## src/hw/rtl/bevc_pkg.sv

```systemverilog
`default_nettype none
package bevc_pkg;

    // Fixed field widths
    localparam int POS_W    = 10;
    localparam int SUM_W    = 41;
    localparam int LEVEL_W  = 15;
    localparam int THR_W    = 15;
    localparam int STEPS_W  = 4;
    localparam int SQ_W     = 31;
    localparam int LO_SPLIT = 21;
    localparam int ADDR_W   = 5;

    localparam logic [POS_W-1:0]   POS_MAX   = 10'd1023;
    localparam logic [LEVEL_W-1:0] Q15_FULL  = 15'd32767;
    localparam int                 Q15_SHIFT = 15;

    // Register indexes (word address paddr[4:2])
    localparam logic [2:0] REG_LOW_FIRST  = 3'd0;
    localparam logic [2:0] REG_LOW_STOP   = 3'd1;
    localparam logic [2:0] REG_HIGH_FIRST = 3'd2;
    localparam logic [2:0] REG_HIGH_STOP  = 3'd3;
    localparam logic [2:0] REG_RATIO_THR  = 3'd4;

    // Register reset values
    localparam logic [POS_W-1:0] RST_LOW_FIRST  = 10'd1;
    localparam logic [POS_W-1:0] RST_LOW_STOP   = 10'd64;
    localparam logic [POS_W-1:0] RST_HIGH_FIRST = 10'd64;
    localparam logic [POS_W-1:0] RST_HIGH_STOP  = 10'd256;
    localparam logic [THR_W-1:0] RST_RATIO_THR  = 15'd16384;

    typedef struct packed {
        logic signed [15:0] real_part;
        logic signed [15:0] imag_part;
        logic               frame_end;
    } bevc_in_t;

    typedef struct packed {
        logic [LEVEL_W-1:0] mix_ratio;
        logic               hard_decision;
    } bevc_out_t;

    typedef struct packed {
        logic [POS_W-1:0] low_first;
        logic [POS_W-1:0] low_stop;
        logic [POS_W-1:0] high_first;
        logic [POS_W-1:0] high_stop;
        logic [THR_W-1:0] ratio_thr;
    } bevc_cfg_t;

    typedef struct packed {
        logic accept;
        logic mult;
        logic decide;
    } bevc_cmd_t;

    typedef enum logic [2:0] {
        ST_ACCUM,
        ST_DRAIN1,
        ST_DRAIN2,
        ST_MULT,
        ST_DECIDE
    } bevc_state_t;

    typedef enum logic [1:0] {
        HEAD_NONE = 2'd0,
        HEAD_UP   = 2'd1,
        HEAD_DOWN = 2'd2
    } bevc_head_t;

endpackage
`default_nettype wire

```

## src/hw/rtl/band_energy_vad_crossfade_unit.sv

```systemverilog
// Result: a frame's result is shown once its last bin has passed the DRAIN1, DRAIN2, MULT and
// DECIDE states; DECIDE waits while the previous result still waits to be taken.
// Throughput: one bin per cycle within a frame; after the last bin of a frame no input is
// taken while the frame is squared, accumulated, scaled by the threshold and decided.
// Reset: aresetn is synchronous and active low; it clears the counters, sums,
// fade state and output valid, and returns the registers to their defaults.
`default_nettype none
module band_energy_vad_crossfade_unit #(
    parameter int BIN_COUNT   = 513,
    parameter int RAMP_FRAMES = 2
) (
    input  wire logic                                aclk,
    input  wire logic                                aresetn,
    // bin stream
    input  wire logic                                s_valid,
    output logic                                     s_ready,
    input  wire bevc_pkg::bevc_in_t                  s_data,
    // result stream
    output logic                                     m_valid,
    input  wire logic                                m_ready,
    output bevc_pkg::bevc_out_t                      m_data,
    // register port
    input  wire logic                                psel,
    input  wire logic                                penable,
    input  wire logic                                pwrite,
    input  wire logic [bevc_pkg::ADDR_W-1:0]         paddr,
    input  wire logic [31:0]                         pwdata,
    output logic [31:0]                              prdata,
    output logic                                     pready
);

    bevc_pkg::bevc_cfg_t cfg_reg, cfg_next;
    bevc_pkg::bevc_cmd_t cmd;
    logic                wr_en;
    logic [2:0]          reg_idx;

    assign pready  = 1'b1;
    assign reg_idx = paddr[bevc_pkg::ADDR_W-1:2];
    assign wr_en   = psel && penable && pwrite && pready;

    // Register writes
    always_comb begin
        cfg_next = cfg_reg;
        if (wr_en) begin
            case (reg_idx)
                bevc_pkg::REG_LOW_FIRST:  cfg_next.low_first  = pwdata[bevc_pkg::POS_W-1:0];
                bevc_pkg::REG_LOW_STOP:   cfg_next.low_stop   = pwdata[bevc_pkg::POS_W-1:0];
                bevc_pkg::REG_HIGH_FIRST: cfg_next.high_first = pwdata[bevc_pkg::POS_W-1:0];
                bevc_pkg::REG_HIGH_STOP:  cfg_next.high_stop  = pwdata[bevc_pkg::POS_W-1:0];
                bevc_pkg::REG_RATIO_THR:  cfg_next.ratio_thr  = pwdata[bevc_pkg::THR_W-1:0];
                default: begin
                end
            endcase
        end
    end

    // Register readback
    always_comb begin
        case (reg_idx)
            bevc_pkg::REG_LOW_FIRST:  prdata = 32'(cfg_reg.low_first);
            bevc_pkg::REG_LOW_STOP:   prdata = 32'(cfg_reg.low_stop);
            bevc_pkg::REG_HIGH_FIRST: prdata = 32'(cfg_reg.high_first);
            bevc_pkg::REG_HIGH_STOP:  prdata = 32'(cfg_reg.high_stop);
            bevc_pkg::REG_RATIO_THR:  prdata = 32'(cfg_reg.ratio_thr);
            default:                  prdata = '0;
        endcase
    end

    always_ff @(posedge aclk) begin
        if (!aresetn) begin
            cfg_reg.low_first  <= bevc_pkg::RST_LOW_FIRST;
            cfg_reg.low_stop   <= bevc_pkg::RST_LOW_STOP;
            cfg_reg.high_first <= bevc_pkg::RST_HIGH_FIRST;
            cfg_reg.high_stop  <= bevc_pkg::RST_HIGH_STOP;
            cfg_reg.ratio_thr  <= bevc_pkg::RST_RATIO_THR;
        end else begin
            cfg_reg <= cfg_next;
        end
    end

    bevc_ctrl u_ctrl (
        .aclk      (aclk),
        .aresetn   (aresetn),
        .s_valid   (s_valid),
        .frame_end (s_data.frame_end),
        .s_ready   (s_ready),
        .m_valid   (m_valid),
        .m_ready   (m_ready),
        .cmd       (cmd)
    );

    bevc_dp #(
        .BIN_COUNT   (BIN_COUNT),
        .RAMP_FRAMES (RAMP_FRAMES)
    ) u_dp (
        .aclk     (aclk),
        .aresetn  (aresetn),
        .cmd      (cmd),
        .in_data  (s_data),
        .cfg      (cfg_reg),
        .out_data (m_data)
    );

    // A frame's last beat closes the input until its decision is made
    a_close_after_last: assert property (@(posedge aclk) disable iff (!aresetn)
        (s_valid && s_ready && s_data.frame_end) |=> !s_ready)
        else $error("input still open after frame end");

    // A decision never overwrites a result still waiting
    a_decide_when_free: assert property (@(posedge aclk) disable iff (!aresetn)
        cmd.decide |-> (!m_valid || m_ready))
        else $error("decision overwrote a pending result");

    // A result appears only from a decision
    a_result_from_decide: assert property (@(posedge aclk) disable iff (!aresetn)
        $rose(m_valid) |-> $past(cmd.decide))
        else $error("result without a decision");

    // No bin is taken while a decision is in flight
    a_no_accept_on_decide: assert property (@(posedge aclk) disable iff (!aresetn)
        (cmd.mult || cmd.decide) |-> !s_ready)
        else $error("input open during decision");

endmodule
`default_nettype wire

```

## src/hw/rtl/bevc_ctrl.sv

```systemverilog
`default_nettype none
module bevc_ctrl (
    input  wire logic              aclk,
    input  wire logic              aresetn,
    input  wire logic              s_valid,
    input  wire logic              frame_end,
    output logic                   s_ready,
    output logic                   m_valid,
    input  wire logic              m_ready,
    output bevc_pkg::bevc_cmd_t    cmd
);

    bevc_pkg::bevc_state_t state_reg, state_next;
    logic                  m_valid_reg, m_valid_next;
    logic                  out_free;

    // State and output valid registers
    always_ff @(posedge aclk) begin
        if (!aresetn) begin
            state_reg   <= bevc_pkg::ST_ACCUM;
            m_valid_reg <= 1'b0;
        end else begin
            state_reg   <= state_next;
            m_valid_reg <= m_valid_next;
        end
    end

    assign out_free = !m_valid_reg || m_ready;

    // Next state and commands
    always_comb begin
        state_next   = state_reg;
        s_ready      = 1'b0;
        cmd          = '0;
        case (state_reg)
            bevc_pkg::ST_ACCUM: begin
                s_ready    = 1'b1;
                cmd.accept = s_valid;
                if (s_valid && frame_end) begin
                    state_next = bevc_pkg::ST_DRAIN1;
                end
            end
            bevc_pkg::ST_DRAIN1: begin
                state_next = bevc_pkg::ST_DRAIN2;
            end
            bevc_pkg::ST_DRAIN2: begin
                state_next = bevc_pkg::ST_MULT;
            end
            bevc_pkg::ST_MULT: begin
                cmd.mult   = 1'b1;
                state_next = bevc_pkg::ST_DECIDE;
            end
            bevc_pkg::ST_DECIDE: begin
                // hold until the result register is free
                if (out_free) begin
                    cmd.decide = 1'b1;
                    state_next = bevc_pkg::ST_ACCUM;
                end
            end
            default: begin
                state_next = bevc_pkg::ST_ACCUM;
            end
        endcase

        if (cmd.decide) begin
            m_valid_next = 1'b1;
        end else if (m_ready) begin
            m_valid_next = 1'b0;
        end else begin
            m_valid_next = m_valid_reg;
        end
    end

    assign m_valid = m_valid_reg;

endmodule
`default_nettype wire

```

## src/hw/rtl/bevc_dp.sv

```systemverilog
`default_nettype none
module bevc_dp #(
    parameter int BIN_COUNT   = 513,
    parameter int RAMP_FRAMES = 2
) (
    input  wire logic                 aclk,
    input  wire logic                 aresetn,
    input  wire bevc_pkg::bevc_cmd_t  cmd,
    input  wire bevc_pkg::bevc_in_t   in_data,
    input  wire bevc_pkg::bevc_cfg_t  cfg,
    output bevc_pkg::bevc_out_t       out_data
);

    localparam int POS_W   = bevc_pkg::POS_W;
    localparam int SUM_W   = bevc_pkg::SUM_W;
    localparam int LEVEL_W = bevc_pkg::LEVEL_W;
    localparam int THR_W   = bevc_pkg::THR_W;
    localparam int STEPS_W = bevc_pkg::STEPS_W;
    localparam int SQ_W    = bevc_pkg::SQ_W;
    localparam int LO_W    = bevc_pkg::LO_SPLIT;
    localparam int HI_W    = SUM_W - LO_W;
    localparam int PROD_W  = SUM_W + THR_W;

    localparam logic [LEVEL_W-1:0] FADE_STEP = LEVEL_W'(32767 / RAMP_FRAMES);
    localparam logic [STEPS_W-1:0] FADE_LEN  = STEPS_W'(RAMP_FRAMES);

    // Bin counter and band membership
    logic [POS_W-1:0] pos_reg, pos_next;
    logic             in_range, low_hit, high_hit;

    // Pipeline stages
    logic                     valid1_reg, low1_reg, high1_reg;
    logic signed [15:0]       re1_reg, im1_reg;
    logic                     valid2_reg, low2_reg, high2_reg;
    logic [SQ_W-1:0]          rr_reg, ii_reg, rr_next, ii_next;
    logic signed [31:0]       rr_full, ii_full;
    logic [SQ_W:0]            energy;
    logic [SUM_W-1:0]         low_sum_reg, high_sum_reg, low_sum_next, high_sum_next;

    // Threshold products and decision
    logic [LO_W+THR_W-1:0]    lo_pp_reg;
    logic [HI_W+THR_W-1:0]    hi_pp_reg;
    logic [PROD_W-1:0]        prod_full;
    logic [SUM_W-1:0]         scaled;
    logic                     decision;

    // Fade state
    logic                     prev_reg, prev_next;
    logic [STEPS_W-1:0]       steps_reg, steps_next, steps_eff;
    bevc_pkg::bevc_head_t     head_reg, head_next, head_eff;
    logic [LEVEL_W-1:0]       level_reg, level_next, level_step;
    logic [LEVEL_W:0]         level_up;
    bevc_pkg::bevc_out_t      out_reg, out_next;

    // Classify the incoming bin against both bands and advance the bin counter
    always_comb begin
        in_range = {1'b0, pos_reg} < (POS_W + 1)'(BIN_COUNT);
        low_hit  = in_range && (pos_reg >= cfg.low_first) && (pos_reg < cfg.low_stop);
        high_hit = in_range && (pos_reg >= cfg.high_first) && (pos_reg < cfg.high_stop);
        pos_next = pos_reg;
        if (cmd.accept) begin
            if (in_data.frame_end) begin
                pos_next = '0;
            end else if (pos_reg != bevc_pkg::POS_MAX) begin
                pos_next = pos_reg + 1'b1;
            end
        end
    end

    // Square both parts
    always_comb begin
        rr_full = re1_reg * re1_reg;
        ii_full = im1_reg * im1_reg;
        rr_next = rr_full[SQ_W-1:0];
        ii_next = ii_full[SQ_W-1:0];
    end

    // Accumulate, clear once the frame is decided
    always_comb begin
        energy        = {1'b0, rr_reg} + {1'b0, ii_reg};
        low_sum_next  = low_sum_reg;
        high_sum_next = high_sum_reg;
        if (cmd.decide) begin
            low_sum_next  = '0;
            high_sum_next = '0;
        end else if (valid2_reg) begin
            if (low2_reg) begin
                low_sum_next = low_sum_reg + SUM_W'(energy);
            end
            if (high2_reg) begin
                high_sum_next = high_sum_reg + SUM_W'(energy);
            end
        end
    end

    // Combine the partial products and compare
    always_comb begin
        prod_full = {hi_pp_reg, {LO_W{1'b0}}} + PROD_W'(lo_pp_reg);
        scaled    = prod_full[PROD_W-1:bevc_pkg::Q15_SHIFT];
        decision  = high_sum_reg > scaled;
    end

    // Advance the crossfade ramp
    always_comb begin
        steps_eff = steps_reg;
        head_eff  = head_reg;
        if (prev_reg != decision) begin
            steps_eff = FADE_LEN;
            head_eff  = decision ? bevc_pkg::HEAD_UP : bevc_pkg::HEAD_DOWN;
        end

        level_up = {1'b0, level_reg} + {1'b0, FADE_STEP};
        case (head_eff)
            bevc_pkg::HEAD_UP: begin
                level_step = (level_up > {1'b0, bevc_pkg::Q15_FULL}) ?
                             bevc_pkg::Q15_FULL : level_up[LEVEL_W-1:0];
            end
            bevc_pkg::HEAD_DOWN: begin
                level_step = (level_reg > FADE_STEP) ? level_reg - FADE_STEP : '0;
            end
            default: begin
                level_step = level_reg;
            end
        endcase

        if (steps_eff != '0) begin
            steps_next = steps_eff - 1'b1;
            if (steps_next == '0) begin
                level_next = (head_eff == bevc_pkg::HEAD_UP) ? bevc_pkg::Q15_FULL : '0;
                head_next  = bevc_pkg::HEAD_NONE;
            end else begin
                level_next = level_step;
                head_next  = head_eff;
            end
        end else begin
            steps_next = steps_eff;
            head_next  = head_eff;
            level_next = decision ? bevc_pkg::Q15_FULL : '0;
        end

        prev_next              = decision;
        out_next.mix_ratio     = level_next;
        out_next.hard_decision = decision;
    end

    // Control and decision state
    always_ff @(posedge aclk) begin
        if (!aresetn) begin
            pos_reg      <= '0;
            valid1_reg   <= 1'b0;
            valid2_reg   <= 1'b0;
            low_sum_reg  <= '0;
            high_sum_reg <= '0;
            prev_reg     <= 1'b0;
            steps_reg    <= '0;
            head_reg     <= bevc_pkg::HEAD_NONE;
            level_reg    <= '0;
        end else begin
            pos_reg      <= pos_next;
            valid1_reg   <= cmd.accept;
            valid2_reg   <= valid1_reg;
            low_sum_reg  <= low_sum_next;
            high_sum_reg <= high_sum_next;
            if (cmd.decide) begin
                prev_reg  <= prev_next;
                steps_reg <= steps_next;
                head_reg  <= head_next;
                level_reg <= level_next;
            end
        end
    end

    // Payload registers
    always_ff @(posedge aclk) begin
        low1_reg  <= low_hit;
        high1_reg <= high_hit;
        re1_reg   <= in_data.real_part;
        im1_reg   <= in_data.imag_part;
        low2_reg  <= low1_reg;
        high2_reg <= high1_reg;
        rr_reg    <= rr_next;
        ii_reg    <= ii_next;
        if (cmd.mult) begin
            lo_pp_reg <= low_sum_reg[LO_W-1:0] * cfg.ratio_thr;
            hi_pp_reg <= low_sum_reg[SUM_W-1:LO_W] * cfg.ratio_thr;
        end
        if (cmd.decide) begin
            out_reg <= out_next;
        end
    end

    assign out_data = out_reg;

endmodule
`default_nettype wire
```

## config.mk

```make
export PLATFORM = sky130hd
export DESIGN_NAME = band_energy_vad_crossfade_unit
export DESIGN_NICKNAME = d
export VERILOG_FILES = /design/src/hw/rtl/bevc_pkg.sv /design/src/hw/rtl/band_energy_vad_crossfade_unit.sv /design/src/hw/rtl/bevc_ctrl.sv /design/src/hw/rtl/bevc_dp.sv
export SDC_FILE = /design/constraint.sdc
export NUM_CORES = 2
export LEC_CHECK = 0
export BUFFER_PORTS_ARGS = -buffer_cell sky130_fd_sc_hd__buf_2
export CORE_MARGIN = 2
export CORE_UTILIZATION = 39
export CTS_CLUSTER_SIZE = 25
export DETAILED_ROUTE_END_ITERATION = 6
export GPL_TIMING_DRIVEN = 0
export PLACE_DENSITY = 0.61
export SLEW_MARGIN = 30
export SYNTH_ARGS = -nofsm -noshare
export SYNTH_HDL_FRONTEND = slang
export SYNTH_HIERARCHICAL = 1
export SYNTH_SLANG_ARGS = --single-unit
```

## constraint.sdc

```tcl
create_clock -name aclk -period 15.5 [get_ports aclk]
set_clock_uncertainty 0.15 [all_clocks]
set_input_delay 0.775 -clock aclk [delete_from_list [all_inputs] [get_ports aclk]]
set_output_delay 0.775 -clock aclk [all_outputs]
set_load 0.02 [all_outputs]
```

==> impl_metrics.csv <==
group,metric,value,unit
status,status,"completed",
clock_tree,cts_buffers,40,
final_layout,largest_reg_flops,55,
timing,max_slew_margin,0.263,
floorplan,core,142000,sq um
job,drv_cap,0,
timing,fin_crit_sh,0.573,
grt,grt_util_all_layers,0.217,
logic_synthesis,synth_cell_type_count,106,
detailed_routing,wl_per_cell,18.9,microns
detailed_routing,routed_wl,155000,microns
logic_synthesis,synthFlopType,"dfxtp_1",
timing,worst_slack,6.63,ns
detailed_routing,drtIter0Drc,2643,
detailed_routing,ant_nets,0,
setup_path,critPathLaunchType,"flip-flop",
logic_synthesis,mappedNetlistArea,55600,sq um
clock_tree,cts-resized-gates,0,
final_layout,final_layout_size_suffix_gt1_frac,0.0400,
logic_synthesis,synthArstFlopShare,0,
grt,antenna_found_initial,3,
power,p_per_area,175,nW/um^2
power,p_leak,28.2,nW
timing,setup_viol,0,
grt,grt-ovfl-total,0,
placement,dp_hpwl,128000,microns
floorplan,core.rowCount,138,
clock_tree,cts_max_level,2,
detailed_routing,first_pass_iters,6,
setup_path,crit_arrival,9.04,ns
setup_path,crit_path_start,"u_dp/lo_pp_reg[21]",
timing,finalSetupTns,0,ns
timing,finalCriticalPeriod,8.87,ns
setup_path,crit_fanout,10,
detailed_routing,vias_per_cell,5.15,
logic_synthesis,synth_edf_count,72,
final_layout,fill_cells,14100,
timing,fmax,113,MHz
power,ir_drop,0.000590,V
placement,portBuffers,89,
floorplan,start_util,0.393,
clock_tree,insertion_delay,0.65,ns
detailed_routing,drc,0,
placement,pre_cts_slack,6.77,ns
floorplan,die_w,382,microns
setup_path,end_kind,"flip-flop",
final_layout,nets,7870,
setup_path,cp_slowest_cell,"nor4_1",
logic_synthesis,synth_cells,6142,
final_layout,final_common_cell,"inv_1",
final_layout,most-common-layout-cells,"inv_1 (1142), fa_1 (944), nand2_1 (788), ha_1 (560), and2_1 (364)",
clock_tree,post-cts-setup-buffers,0,
clock_tree,cts_tree,"yes",
timing,hold_viol,0,
setup_path,r2r_start,"u_dp/lo_pp_reg[21]",
setup_path,cp_slowest_stage_delay,0.60,ns
placement,finalWeightedCongestion,0.940,
timing,slew_viol_final,0,
setup_path,crit_required,15.67,ns
grt,grt_pass1_wl,248000,microns
clock_tree,cts_hold_buf,0,
logic_synthesis,synth_seq_cells,343,
timing,tightestPinTransition,1.11,ns
final_layout,diodes,0,
floorplan,dieArea,146000,sq um
logic_synthesis,synth_area_per_cell,9.06,sq um
floorplan,ioPinCount,128,
clock_tree,clk_pin_slew,0.06,ns
logic_synthesis,ys_seq_area_frac,0.136,
hold_path,min_from,"s_data[17]",
hold_path,hold_class,"in -> reg",
floorplan,die_h,382,microns
clock_tree,cts_root_buf,"clkbuf_16",
logic_synthesis,ys_warn_count,6,
setup_path,crit_type,"reg -> reg",
grt,grt_max_degree,57,
detailed_routing,num_vias,42200,
timing,rsz0062_at_grt,"no",
clock_tree,clockBufferDepth,3,
grt,grt_pass1_vias,44600,
final_layout,area_growth,7.52,%
clock_tree,cts.sinks,343,
[cell families after synthesis]
group	share of synthesized area
and+or+nand+nor	0.152
muxes	0.0129
buffers and inverters	0.0967
other	0.000135
xor gates and xnor gates	0.0395
adders and majority gates	0.466
DFF	0.136
AOI/OAI and AO/OA	0.0968
[cell usage after synthesis (9+ instances only)]
cell / count / area share
o21ai_0: 118 / 0.011
nand2_1: 788 / 0.053
dfxtp_1: 271 / 0.098
buf_4: 25 / 0.0034
a21o_1: 109 / 0.015
or2_2: 11 / 0.0012
a21oi_1: 242 / 0.022
inv_1: 1142 / 0.077
edfxtp_1: 72 / 0.039
nor3_1: 67 / 0.0060
and2_1: 364 / 0.041
buf_2: 13 / 0.0012
o31ai_1: 23 / 0.0031
fa_1: 944 / 0.34
a211oi_1: 43 / 0.0058
a22oi_1: 22 / 0.0030
mux2_2: 9 / 0.0018
o21ai_1: 22 / 0.0020
ha_1: 560 / 0.13
nand4_1: 27 / 0.0030
nor2b_1: 47 / 0.0053
o21bai_1: 19 / 0.0026
and3_1: 36 / 0.0040
nand3_1: 69 / 0.0062
xnor2_1: 164 / 0.026
nand2b_1: 40 / 0.0045
or3_1: 18 / 0.0020
nor4_1: 15 / 0.0017
clkbuf_1: 205 / 0.014
a31oi_1: 21 / 0.0024
o21a_1: 44 / 0.0059
xor2_1: 87 / 0.014
mux2i_1: 58 / 0.010
o211ai_1: 19 / 0.0026
nor2_1: 234 / 0.016
o22ai_1: 19 / 0.0021
a211o_1: 14 / 0.0022
[power breakdown]
group          internal (W)  switching [W]
Clock              0.000531       0.000429
Sequential          0.00112      0.0000698
Combinational       0.00356        0.00476
Total               0.00522        0.00526
[layout make-up]
class                      count  area (sq um)  area share
clock inverter                16           185     0.00310
sequential                   343          7590       0.127
clock buffer                  55          1120      0.0187
buffer                       251          1090      0.0182
multi-input combinational   4419         42700       0.714
tap                         1890          2360      0.0395
timing repair buffer          89           445     0.00745
inverter                    1145          4300      0.0719
[critical path, delay by kind of cell (launching register included)]
kind | cells | cell delay [ns]
flops | 1 | 0.39
xor+xnor | 2 | 0.32
fa+ha+maj | 4 | 1.12
compound gates | 11 | 3.03
buf+inv | 2 | 0.55
simple gates | 11 | 3.00
[path summary, 6_finish.rpt]
check,endpoint,slack [ns],cells after the start
hold / removal,u_dp/re1_reg[0],0.09,1
setup / recovery,u_dp/out_data[12],6.63,30
setup reg to reg,u_dp/out_data[12],6.63,30
hold reg to reg,u_dp/high2_reg,0.20,0
[routing by layer]
layer / track usage / vias up / routed length, microns
li1: - / 19700 / -
met1: 0.286 / 21100 / 65300
met2: 0.365 / 1254 / 73500
met3: 0.0289 / 254 / 10100
met4: 0.0740 / 0 / 6050
met5: 0 / - / 0
[through the flow]
stage                     hold WS, ns  std cells  cell area [sq um]  total power, W  utilization
after floorplan                 0.160       6158              55700         0.00760            -
final                          0.0936       8208              59800          0.0105        0.422
after global placement          0.166       8137              58500         0.00944        0.413
after detailed placement        0.168       8137              58500         0.00956        0.413
after CTS                      0.0447       8208              59800          0.0106        0.422
after global routing           0.0627       8208              59800          0.0117        0.422
No activity file was read; power rests on OpenSTA's default activity.
